==> src/sv/pdc_pkg.sv <==
`default_nettype none
package pdc_pkg;

	localparam int SUM_WIDTH = 24;
	localparam int LVL_W     = 12;
	localparam int ERR_W     = LVL_W + 1;
	localparam int DIFF_W    = ERR_W + 1;
	localparam int GAIN_W    = 16;
	localparam int LIM_W     = 10;
	localparam int DRV_W     = 7;
	localparam int FRAC_W    = 8;
	localparam int P_W       = ERR_W + GAIN_W + 1 - FRAC_W;
	localparam int D_W       = DIFF_W + GAIN_W + 1 - FRAC_W;
	localparam int I_W       = SUM_WIDTH + GAIN_W + 1 - FRAC_W;
	localparam int TOT_W     = ((I_W > D_W) ? I_W : D_W) + 2;
	localparam int DRIVE_MAX = 100;
	localparam int LIM_RESET = 100;

	localparam int CFG_IDX_W  = 8;
	localparam int CFG_DATA_W = 16;

	localparam logic [CFG_IDX_W-1:0] REG_PROP_GAIN   = CFG_IDX_W'(0);
	localparam logic [CFG_IDX_W-1:0] REG_INTEG_GAIN  = CFG_IDX_W'(1);
	localparam logic [CFG_IDX_W-1:0] REG_DERIV_GAIN  = CFG_IDX_W'(2);
	localparam logic [CFG_IDX_W-1:0] REG_INTEG_LIMIT = CFG_IDX_W'(3);

	typedef struct packed {
		logic [GAIN_W-1:0] prop_gain;
		logic [GAIN_W-1:0] integ_gain;
		logic [GAIN_W-1:0] deriv_gain;
		logic [LIM_W-1:0]  integ_limit;
	} gains_t;

endpackage
`default_nettype wire

==> src/sv/pid_duty_controller_top.sv <==
// Path: a request is taken into the input register, goes through the control
// law and waits in the output register until the receiver takes the result.
// Throughput: one request per cycle; while a result waits, one more request
// is taken into the input register, then input holds until the result goes.
// Reset: gains clear to zero, integral limit to 100, previous error and
// error accumulator to zero, and both pipeline registers empty.
`default_nettype none
module pid_duty_controller_top (
	input  wire logic                            clk,
	input  wire logic                            arst_n,
	input  wire logic                            s_axis_tvalid,
	output logic                                 s_axis_tready,
	input  wire logic [23:0]                     s_axis_tdata,  // target_level, measured_level
	output logic                                 m_axis_tvalid,
	input  wire logic                            m_axis_tready,
	output logic [7:0]                           m_axis_tdata,  // drive, zero pad
	output logic                                 m_axis_tuser,  // limit_taken
	input  wire logic                            cfg_valid,
	output logic                                 cfg_ready,
	input  wire logic [pdc_pkg::CFG_IDX_W-1:0]   cfg_index,
	input  wire logic [pdc_pkg::CFG_DATA_W-1:0]  cfg_data
);

	localparam int LW = pdc_pkg::LVL_W;

	pdc_pkg::gains_t gains;

	logic                                   valid_s1;
	logic [LW-1:0]                          target_s1;
	logic [LW-1:0]                          measured_s1;
	logic                                   out_valid_q;
	logic [pdc_pkg::DRV_W-1:0]              drive_q;
	logic                                   took_q;
	logic signed [pdc_pkg::ERR_W-1:0]       prev_error_q;
	logic signed [pdc_pkg::SUM_WIDTH-1:0]   error_sum_q;

	logic                                   advance;
	logic [pdc_pkg::DRV_W-1:0]              drive_c;
	logic                                   took_c;
	logic signed [pdc_pkg::ERR_W-1:0]       error_c;
	logic signed [pdc_pkg::SUM_WIDTH-1:0]   sum_c;

	pdc_cfg_regs u_cfg (
		.clk       (clk),
		.arst_n    (arst_n),
		.cfg_valid (cfg_valid),
		.cfg_ready (cfg_ready),
		.cfg_index (cfg_index),
		.cfg_data  (cfg_data),
		.gains     (gains)
	);

	pdc_law u_law (
		.gains          (gains),
		.target_level   (target_s1),
		.measured_level (measured_s1),
		.prev_error     (prev_error_q),
		.error_sum      (error_sum_q),
		.drive          (drive_c),
		.limit_taken    (took_c),
		.error          (error_c),
		.next_sum       (sum_c)
	);

	assign advance       = valid_s1 && (!out_valid_q || m_axis_tready);
	assign s_axis_tready = !valid_s1 || advance;

	always_ff @(posedge clk or negedge arst_n) begin
		if (!arst_n) begin
			valid_s1 <= 1'b0;
		end else if (s_axis_tready) begin
			valid_s1 <= s_axis_tvalid;
		end
	end

	always_ff @(posedge clk) begin
		if (s_axis_tvalid && s_axis_tready) begin
			target_s1   <= s_axis_tdata[LW-1:0];
			measured_s1 <= s_axis_tdata[2*LW-1:LW];
		end
	end

	always_ff @(posedge clk or negedge arst_n) begin
		if (!arst_n) begin
			out_valid_q  <= 1'b0;
			prev_error_q <= '0;
			error_sum_q  <= '0;
		end else begin
			if (advance) begin
				out_valid_q  <= 1'b1;
				prev_error_q <= error_c;
				error_sum_q  <= sum_c;
			end else if (m_axis_tready) begin
				out_valid_q <= 1'b0;
			end
		end
	end

	always_ff @(posedge clk) begin
		if (advance) begin
			drive_q <= drive_c;
			took_q  <= took_c;
		end
	end

	assign m_axis_tvalid = out_valid_q;
	assign m_axis_tdata  = {1'b0, drive_q};
	assign m_axis_tuser  = took_q;

endmodule
`default_nettype wire

==> src/sv/pdc_cfg_regs.sv <==
`default_nettype none
module pdc_cfg_regs (
	input  wire logic                            clk,
	input  wire logic                            arst_n,
	input  wire logic                            cfg_valid,
	output logic                                 cfg_ready,
	input  wire logic [pdc_pkg::CFG_IDX_W-1:0]   cfg_index,
	input  wire logic [pdc_pkg::CFG_DATA_W-1:0]  cfg_data,
	output pdc_pkg::gains_t                      gains
);

	pdc_pkg::gains_t gains_q;

	assign cfg_ready = 1'b1;
	assign gains     = gains_q;

	always_ff @(posedge clk or negedge arst_n) begin
		if (!arst_n) begin
			gains_q.prop_gain   <= '0;
			gains_q.integ_gain  <= '0;
			gains_q.deriv_gain  <= '0;
			gains_q.integ_limit <= pdc_pkg::LIM_W'(pdc_pkg::LIM_RESET);
		end else if (cfg_valid) begin
			case (cfg_index)
				pdc_pkg::REG_PROP_GAIN: begin
					gains_q.prop_gain <= cfg_data[pdc_pkg::GAIN_W-1:0];
				end
				pdc_pkg::REG_INTEG_GAIN: begin
					gains_q.integ_gain <= cfg_data[pdc_pkg::GAIN_W-1:0];
				end
				pdc_pkg::REG_DERIV_GAIN: begin
					gains_q.deriv_gain <= cfg_data[pdc_pkg::GAIN_W-1:0];
				end
				pdc_pkg::REG_INTEG_LIMIT: begin
					gains_q.integ_limit <= cfg_data[pdc_pkg::LIM_W-1:0];
				end
				default: begin
				end
			endcase
		end
	end

endmodule
`default_nettype wire

==> src/sv/pdc_law.sv <==
`default_nettype none
module pdc_law (
	input  wire pdc_pkg::gains_t                      gains,
	input  wire logic [pdc_pkg::LVL_W-1:0]            target_level,
	input  wire logic [pdc_pkg::LVL_W-1:0]            measured_level,
	input  wire logic signed [pdc_pkg::ERR_W-1:0]     prev_error,
	input  wire logic signed [pdc_pkg::SUM_WIDTH-1:0] error_sum,
	output logic [pdc_pkg::DRV_W-1:0]                 drive,
	output logic                                      limit_taken,
	output logic signed [pdc_pkg::ERR_W-1:0]          error,
	output logic signed [pdc_pkg::SUM_WIDTH-1:0]      next_sum
);

	localparam int SW = pdc_pkg::SUM_WIDTH;
	localparam int GW = pdc_pkg::GAIN_W;
	localparam int EW = pdc_pkg::ERR_W;
	localparam int DW = pdc_pkg::DIFF_W;
	localparam int FW = pdc_pkg::FRAC_W;
	localparam int TW = pdc_pkg::TOT_W;

	logic signed [DW-1:0]    diff;
	logic signed [DW-1:0]    pair;
	logic signed [GW:0]      kp;
	logic signed [GW:0]      ki;
	logic signed [GW:0]      kd;
	logic signed [EW+GW:0]   p_prod;
	logic signed [DW+GW:0]   d_prod;
	logic signed [DW+GW:0]   t_prod;
	logic signed [SW+GW:0]   i_prod;
	logic signed [pdc_pkg::P_W-1:0] p_term;
	logic signed [pdc_pkg::D_W-1:0] d_term;
	logic signed [pdc_pkg::D_W-1:0] test;
	logic signed [pdc_pkg::I_W-1:0] i_term;
	logic signed [pdc_pkg::D_W-1:0] lim_s;
	logic signed [TW-1:0]    sel;
	logic signed [TW-1:0]    total;
	logic signed [SW:0]      wide_sum;

	assign error = $signed({1'b0, target_level}) - $signed({1'b0, measured_level});
	assign diff  = DW'(error) - DW'(prev_error);
	assign pair  = DW'(error) + DW'(prev_error);

	assign kp = $signed({1'b0, gains.prop_gain});
	assign ki = $signed({1'b0, gains.integ_gain});
	assign kd = $signed({1'b0, gains.deriv_gain});

	assign p_prod = kp * error;
	assign d_prod = kd * diff;
	assign t_prod = ki * pair;
	assign i_prod = ki * error_sum;

	assign p_term = $signed(p_prod[EW+GW:FW]);
	assign d_term = $signed(d_prod[DW+GW:FW]);
	assign test   = $signed(t_prod[DW+GW:FW]);
	assign i_term = $signed(i_prod[SW+GW:FW]);

	assign lim_s       = $signed(pdc_pkg::D_W'(gains.integ_limit));
	assign limit_taken = (test > lim_s) || (test < -lim_s);

	assign sel   = limit_taken ? TW'(lim_s) : TW'(i_term);
	assign total = TW'(p_term) + TW'(d_term) + sel;

	always_comb begin
		if (total < $signed(TW'(0))) begin
			drive = '0;
		end else if (total > $signed(TW'(pdc_pkg::DRIVE_MAX))) begin
			drive = pdc_pkg::DRV_W'(pdc_pkg::DRIVE_MAX);
		end else begin
			drive = total[pdc_pkg::DRV_W-1:0];
		end
	end

	assign wide_sum = (SW+1)'(error_sum) + (SW+1)'(error);

	always_comb begin
		if (wide_sum[SW] != wide_sum[SW-1]) begin
			next_sum = wide_sum[SW] ? {1'b1, {(SW-1){1'b0}}} : {1'b0, {(SW-1){1'b1}}};
		end else begin
			next_sum = wide_sum[SW-1:0];
		end
	end

endmodule
`default_nettype wire

==> config.mk <==
export PLATFORM = sky130hd
export DESIGN_NAME = pid_duty_controller_top
export DESIGN_NICKNAME = d
export VERILOG_FILES = /design/src/sv/pdc_pkg.sv /design/src/sv/pid_duty_controller_top.sv /design/src/sv/pdc_cfg_regs.sv /design/src/sv/pdc_law.sv
export SDC_FILE = /design/constraint.sdc
export NUM_CORES = 2
export LEC_CHECK = 0
export BUFFER_PORTS_ARGS = -buffer_cell sky130_fd_sc_hd__buf_4
export CAP_MARGIN = 20
export CELL_PAD_IN_SITES_DETAIL_PLACEMENT = 1
export CELL_PAD_IN_SITES_GLOBAL_PLACEMENT = 1
export CORE_MARGIN = 4
export CORE_UTILIZATION = 29
export CTS_BUF_LIST = sky130_fd_sc_hd__clkbuf_16
export CTS_CLUSTER_SIZE = 12
export DETAILED_ROUTE_END_ITERATION = 10
export GPL_TIMING_DRIVEN = 0
export PLACE_DENSITY_LB_ADDON = 0.1
export SYNTH_ARGS = -nofsm -noshare
export SYNTH_HDL_FRONTEND = slang
export SYNTH_HIERARCHICAL = 1
export SYNTH_SLANG_ARGS = --single-unit
export TNS_END_PERCENT = 50
==> constraint.sdc <==
create_clock -name clk -period 18.54 [get_ports clk]
set_clock_uncertainty 0.15 [all_clocks]
set_input_delay 1.854 -clock clk [delete_from_list [all_inputs] [get_ports clk]]
set_output_delay 1.854 -clock clk [all_outputs]
set_load 0.02 [all_outputs]
* Word level (Yosys, flattened, before mapping)
Index checks and enable logic that the tools add are counted.
** Storage, ports and cells
- Flip-flop bits (word level) :: 129
- Logic and storage cells :: 52
- Output and inout port bits :: 12
- Input port bits :: 53
** Operators by class
- Mux-type cells :: 6
- Reduce and logical (&&, ||, !) cells :: 14
- Add/sub/neg operators :: 7
- Multipliers :: 4
- Equality and inequality tests :: 4
- $lt $le $gt $ge :: 4
** Operators by type and width (number)
- 17-bit by 14-bit multiplier with 31-bit output :: 2
- 24-bit 2-to-1 mux :: 2
- 17-bit by 24-bit multiplier with 41-bit output :: 1
- 35-bit adder :: 1
- 35-bit by 8-bit greater-than comparator with 1-bit output, second input constant :: 1
- 35-bit by 1-bit less-than comparator with 1-bit output, second input constant :: 1
- 35-bit 2-to-1 mux :: 1
- 17-bit by 13-bit multiplier with 30-bit output :: 1
- 24-bit by 13-bit adder with 25-bit output :: 1
- 22-bit by 23-bit adder with 24-bit output :: 1
- 23-bit by 11-bit greater-than comparator with 1-bit output :: 1
- 23-bit less-than comparator :: 1
- 10-bit negator with 23-bit output :: 1
- 8-bit by 2-bit == test with 1-bit output, second input constant :: 2
- 13-bit by 13-bit adder with 14-bit output :: 1
- 13-bit by 13-bit subtractor with 14-bit output :: 1
- 12-bit by 12-bit subtractor with 13-bit output :: 1
- 8-bit by 1-bit == test with 1-bit output, second input constant :: 1
- 8-bit logical NOT :: 1
- 2-bit AND reduction :: 4
- 7-bit 2-to-1 mux :: 1
- 1-bit logical OR :: 3
- 1-bit logical AND :: 2
- 1-bit logical NOT :: 2
- 4 further kinds :: 5

* Logic depth before layout (Yosys ltp)
- Word-level depth :: 9
- Gate-level depth with buffers :: 64
- Depth with buffers taken out :: 61

* Hierarchy
Netlist, hierarchy kept.
** Modules (own cells, without submodules)
- pdc_law :: times used 1, cells an instance 5093, area an instance 43379.1 µm²
- pid_duty_controller_top :: times used 1, cells an instance 121, area an instance 2524.9 µm²
- pdc_cfg_regs :: times used 1, cells an instance 128, area an instance 2354.8 µm²

* Least setup slack after synthesis
Ideal clock, no wire load.
- Path kind :: flip-flop to flip-flop
- Start :: reg measured_s1[1]
- End :: reg drive_q[2] (netlist name) (data pin)
- Library setup time :: 255 ps
- Path buffers :: 5
- Data required time :: 18135 ps
- Setup slack :: 3015 ps
- Cell stages (with the launch flop) :: 60
- Arrival time :: 15121 ps
- Cells stage by stage :: edfxtp_1 inv_1 ha_1 nor2b_1 o21ai_0 a21boi_0 o21ai_0 a21boi_0 o21ai_0 a21boi_0 o21ai_0 a211o_1 clkbuf_1 buf_1 xnor2_1 ha_1 inv_1 a21oi_1 (+24 left out) a21o_1 buf_1 clkbuf_1 mux2i_1 o211ai_1 fa_1 ha_1 fa_1 a211o_1 a211oi_1 o31ai_1 nand3_1 a21boi_1 or4_1 and3b_1 nor3_1 nand4_1 o21ba_2
** Between the ends
- Longest elaborated chain between the ends :: 9
** RTL lines
- start, declared :: line pid_duty_controller_top.sv:30 : logic [LW-1:0] measured_s1;
- start signal, assigned :: line pid_duty_controller_top.sv:79 : measured_s1 <= s_axis_tdata[2*LW-1:LW];
- 12-bit by 12-bit subtractor with 13-bit output * :: line pdc_law.sv:39 : assign error = $signed({1'b0, target_level}) - $signed({1'b0, measured_level});
- net error_c, one bit :: line pid_duty_controller_top.sv:40 : logic signed [pdc_pkg::ERR_W-1:0] error_c;
- 13-bit by 13-bit adder with 14-bit output :: line pdc_law.sv:41 : assign pair = DW'(error) + DW'(prev_error);
- 17-bit by 14-bit multiplier with 31-bit output :: line pdc_law.sv:49 : assign t_prod = ki * pair;
- 23-bit by 11-bit greater-than comparator with 1-bit output / 23-bit less-than comparator (equally long branches) :: line pdc_law.sv:58 : assign limit_taken = (test > lim_s) || (test < -lim_s);
- 1-bit logical OR :: line pdc_law.sv:58
- 35-bit 2-to-1 mux :: line pdc_law.sv:60 : assign sel = limit_taken ? TW'(lim_s) : TW'(i_term);
- 35-bit adder * :: line pdc_law.sv:61 : assign total = TW'(p_term) + TW'(d_term) + sel;
- 35-bit by 8-bit greater-than comparator with 1-bit output :: line pdc_law.sv:66 : end else if (total > $signed(TW'(pdc_pkg::DRIVE_MAX))) begin
- 7-bit 2-to-1 mux :: line pdc_law.sv:66
- end signal, assigned :: line pid_duty_controller_top.sv:101 : drive_q <= drive_c;
- end, declared :: line pid_duty_controller_top.sv:32 : logic [pdc_pkg::DRV_W-1:0] drive_q;
Mark *: on every way through the listed nets, which the timed path passes. The rest lies on a longest branch.
A chain may end at the register's enable or synchronous reset.

* Worst setup path after layout
- Start :: reg measured_s1[0]
- End :: reg drive_q[6] (netlist name) (data pin)
The elaborated chain is that of the path after synthesis.

==> summary.txt <==
===============================================================================================
Register-to-register path setup slack                                                   0.89 ns
Antenna violations before repair                                                             17
Maximum fanout encountered on the critical timing path                                       19
Initial standard-cell utilization of the core                                             29.2%
Final weighted congestion in routability-driven placement                                 0.847
Synthesized instance count                                                                 5342
Crit path arrival time                                                                 17.76 ns
Number of detailed-route iterations in the first pass                                         5
Die Ht                                                                                   416 µm
Fmax                                                                                   56.7 MHz
Time the final worst path needs with I/O delays and setup                              17.65 ns
H-tree depth                                                                                  4
Final cycle utilization of the critical path                                              95.2%
Clock network latency to the later pin of the worst-skew pair                           0.52 ns
Instance area at placement                                                            51800 µm²
Area of the multi-input gates                                                         40200 µm²
Synth top area share                                                                      37.2%
Final setup TNS                                                                            0 ns
Static Leakage                                                                          25.1 nW
Number of enable flip-flop cells after synthesis                                             32
Sequential-to-total area share from yosys stat                                            7.03%
Count of port buffers added during placement                                                 62
Die footprint                                                                        173000 µm²
Global-route usage over all layers                                                        20.5%
Cell depth of the worst hold path                                                             1
Buffer cell driving the clock tree root                                               clkbuf_16
WL per Instance                                                                         22.8 µm
Mean instance size in the synthesized netlist                                          9.03 µm²
Min-Delay Path Class                                                               flip-flop to flip-flop
Slew margin rel.                                                                          18.6%
Number of buffers inserted by hold repair at cts                                              0
CORE AREA                                                                            165000 µm²
Mapped cell area                                                                      48300 µm²
Synthesized flop and latch total                                                            129
Synth top area cells                                                               fa_1, ha_1, inv_1
Clock input transition at the sequential cells of the worst setup and hold paths        0.07 ns
Net count of the finished layout                                                           6935
Fraction of final layout cells sized beyond drive strength 1                              6.84%
Sum of net half-perimeters after detailed placement                                   150000 µm
# clock sinks                                                                               129
TritonCTS clock tree                                                                        yes
Relative area change from synthesis to final layout                                       9.13%
DRC Markers                                                                                   0
Library cell with the largest summed area after synthesis                                  fa_1
Outcome                                                                            finished clean
Total clock buffers created by CTS                                                           17
Total count of max-transition violations in the final report                                  0
Total Wirelength                                                                      174000 µm
Worst-Margin Slew                                                                       1.22 ns
Net count after synthesis                                                                  6833
Pin count of the biggest net entering global routing                                         71
Largest vdd supply drop                                                                0.111 mV
Wire length of the first global-routing pass                                          267000 µm
Type of the worst setup path                                                       flip-flop to flip-flop
FF-to-FF Start                                                                     measured_s1[0]
Min-Delay Endpoint                                                                 m_axis_tvalid
Number of I/O pins                                                                           65
Floorplan row count                                                                         149
Terminus of the critical flop-to-flop path                                           drive_q[6]
Async S/R FF share, synth                                                                 75.2%
Number of fill cells                                                                      19300
Crit-path most repeated cell                                                               fa_1
Element type at the critical path start                                               flip-flop
Average vias per placed instance                                                           4.79
Initial DRC Count                                                                          1523
Unrepaired setup endpoints after global routing                                              no
Maximum root-to-sink buffer count                                                             2
Most repeated cell in the gate-level netlist after synthesis                              inv_1
Total global routing overflow                                                                 0
Register-to-Register Path Depth                                                              55
Number of synthesis warnings                                                                  6
DRT antenna net count                                                                         0
CP required                                                                            18.65 ns
Worst hold start                                                                       valid_s1
Critical Path Sink Type                                                               flip-flop
Via count of the first global-routing pass                                                40700
Worst path max stage delay                                                              0.91 ns
Cell type of the slowest stage on the worst timing path                                    fa_1
Cell Pwr Density                                                                     133 nW/µm²
DIE WIDTH                                                                                416 µm
Top cell types by occurrence after synthesis                                       inv_1, fa_1, nand2_1
Synth Flop Type                                                                         dfrtp_1
Endpoints failing setup                                                                       0
Final hold violation count                                                                    0
Distinct cell type count after synthesis                                                     92
Via total after detailed routing                                                          36700
Area used by sequential logic in the layout                                            3390 µm²
Design area                                                                           52700 µm²
# Max-Cap Violations                                                                          0
===============================================================================================
## cell usage in the layout (no fill, tap or decap), types with 52 or more instances in the layout
cell and instances:
inv_1 1050, xnor2_1 85, fa_1 896, nor3_1 89, dfrtp_1 94, o21ai_0 113
buf_4 73, nand2b_1 77, nor2_1 120, a21oi_1 121, xor2_1 52, ha_1 541
and2_1 289, nand2_1 664, a21o_1 66, clkbuf_1 194, nor2b_1 97, mux2_2 94
## worst max-delay path: cells and delay by family (launching register included)
family                   cells  cell delay [ns]
adder cells (fa/ha/maj)     14             6.53
AO/OA/AOI/OAI               20             4.73
AND/OR/NAND/NOR             12             3.41
buffers and inverters        8             1.60
XOR/XNOR                     1             0.56
flip-flops                   1             0.36
## cell type report
cell class	count	area share (%)
Antenna cell	6	0.0285
Buffer	232	1.89
Clock buffer	17	0.808
Clock inverter	15	0.271
Inverter	1050	7.48
Multi-Input combinational cell	3925	76.4
Sequential cell	129	6.44
Tap cell	2189	5.20
Timing Repair Buffer	89	1.46
## through the flow
stage	cells	util (%)	setup WS (ns)	hold WS (ns)	power (mW)
after floorplan	5342	-	3.01	0.327	4.39
after CTS	7644	31.8	0.00108	0.384	7.04
after detailed placement	7614	31.3	-2.84	0.375	6.60
after global routing	7646	31.9	0.0291	0.422	7.73
after global placement	7593	31.2	-4.24	0.361	6.51
final	7652	31.9	0.891	0.375	6.98
## worst max-delay path by stage
stage                         startpoint    endpoint  slack (ns)
after floorplan           measured_s1[1]  drive_q[2]        3.01
after global placement      target_s1[0]  drive_q[0]       -4.24
after detailed placement  measured_s1[1]  drive_q[3]       -2.84
after CTS                 measured_s1[0]  drive_q[3]       0.001
after global routing      measured_s1[0]  drive_q[6]        0.03
final                     measured_s1[0]  drive_q[6]        0.89
## registers in the layout (all words and copies together) (netlist names)
| register | cells |
|---|---|
| drive_q | 7 |
| error_sum_q | 24 |
| m_axis_tuser | 1 |
| m_axis_tvalid | 1 |
| measured_s1 | 12 |
| prev_error_q | 13 |
| target_s1 | 12 |
| u_cfg/gains | 58 |
| valid_s1 | 1 |
## per-layer routing
metal | wire length, µm | up-vias | GRT usage (%)
li1 | - | 17000 | -
met1 | 83900 | 19200 | 29.0
met2 | 83900 | 374 | 35.0
met3 | 4230 | 88 | 1.49
met4 | 2350 | 0 | 3.33
met5 | 0 | - | 0
## cells by family after synthesis
logic type               Yosys count  synth area share, %
AND/OR/NAND/NOR                 1584                 16.5
adder cells (fa/ha/maj)         1439                 51.2
buffers and inverters           1288                 10.2
AO/OA/AOI/OAI                    573                 7.95
multiplexers                     180                 4.38
XOR/XNOR                         147                 2.67
flip-flops                       129                 7.03
other                              2               0.0156
## report_power, final
group	internal [mW]	switching (mW)	leakage, nW	total, mW
Sequential	0.346	0.131	1.53	0.477
Combinational	2.17	3.98	23.3	6.15
Clock	0.177	0.179	0.279	0.356
Total	2.70	4.29	25.1	6.98
## what timing repair did
action / CTS / global route
endpoints found under the setup margin: 7 / 7
endpoints found under the hold margin: 0 / 0
resized for setup: 42 / 58
pin swaps: 2 / 0
buffers inserted: 3 / 2
Power figures use the tool's default switching activity.
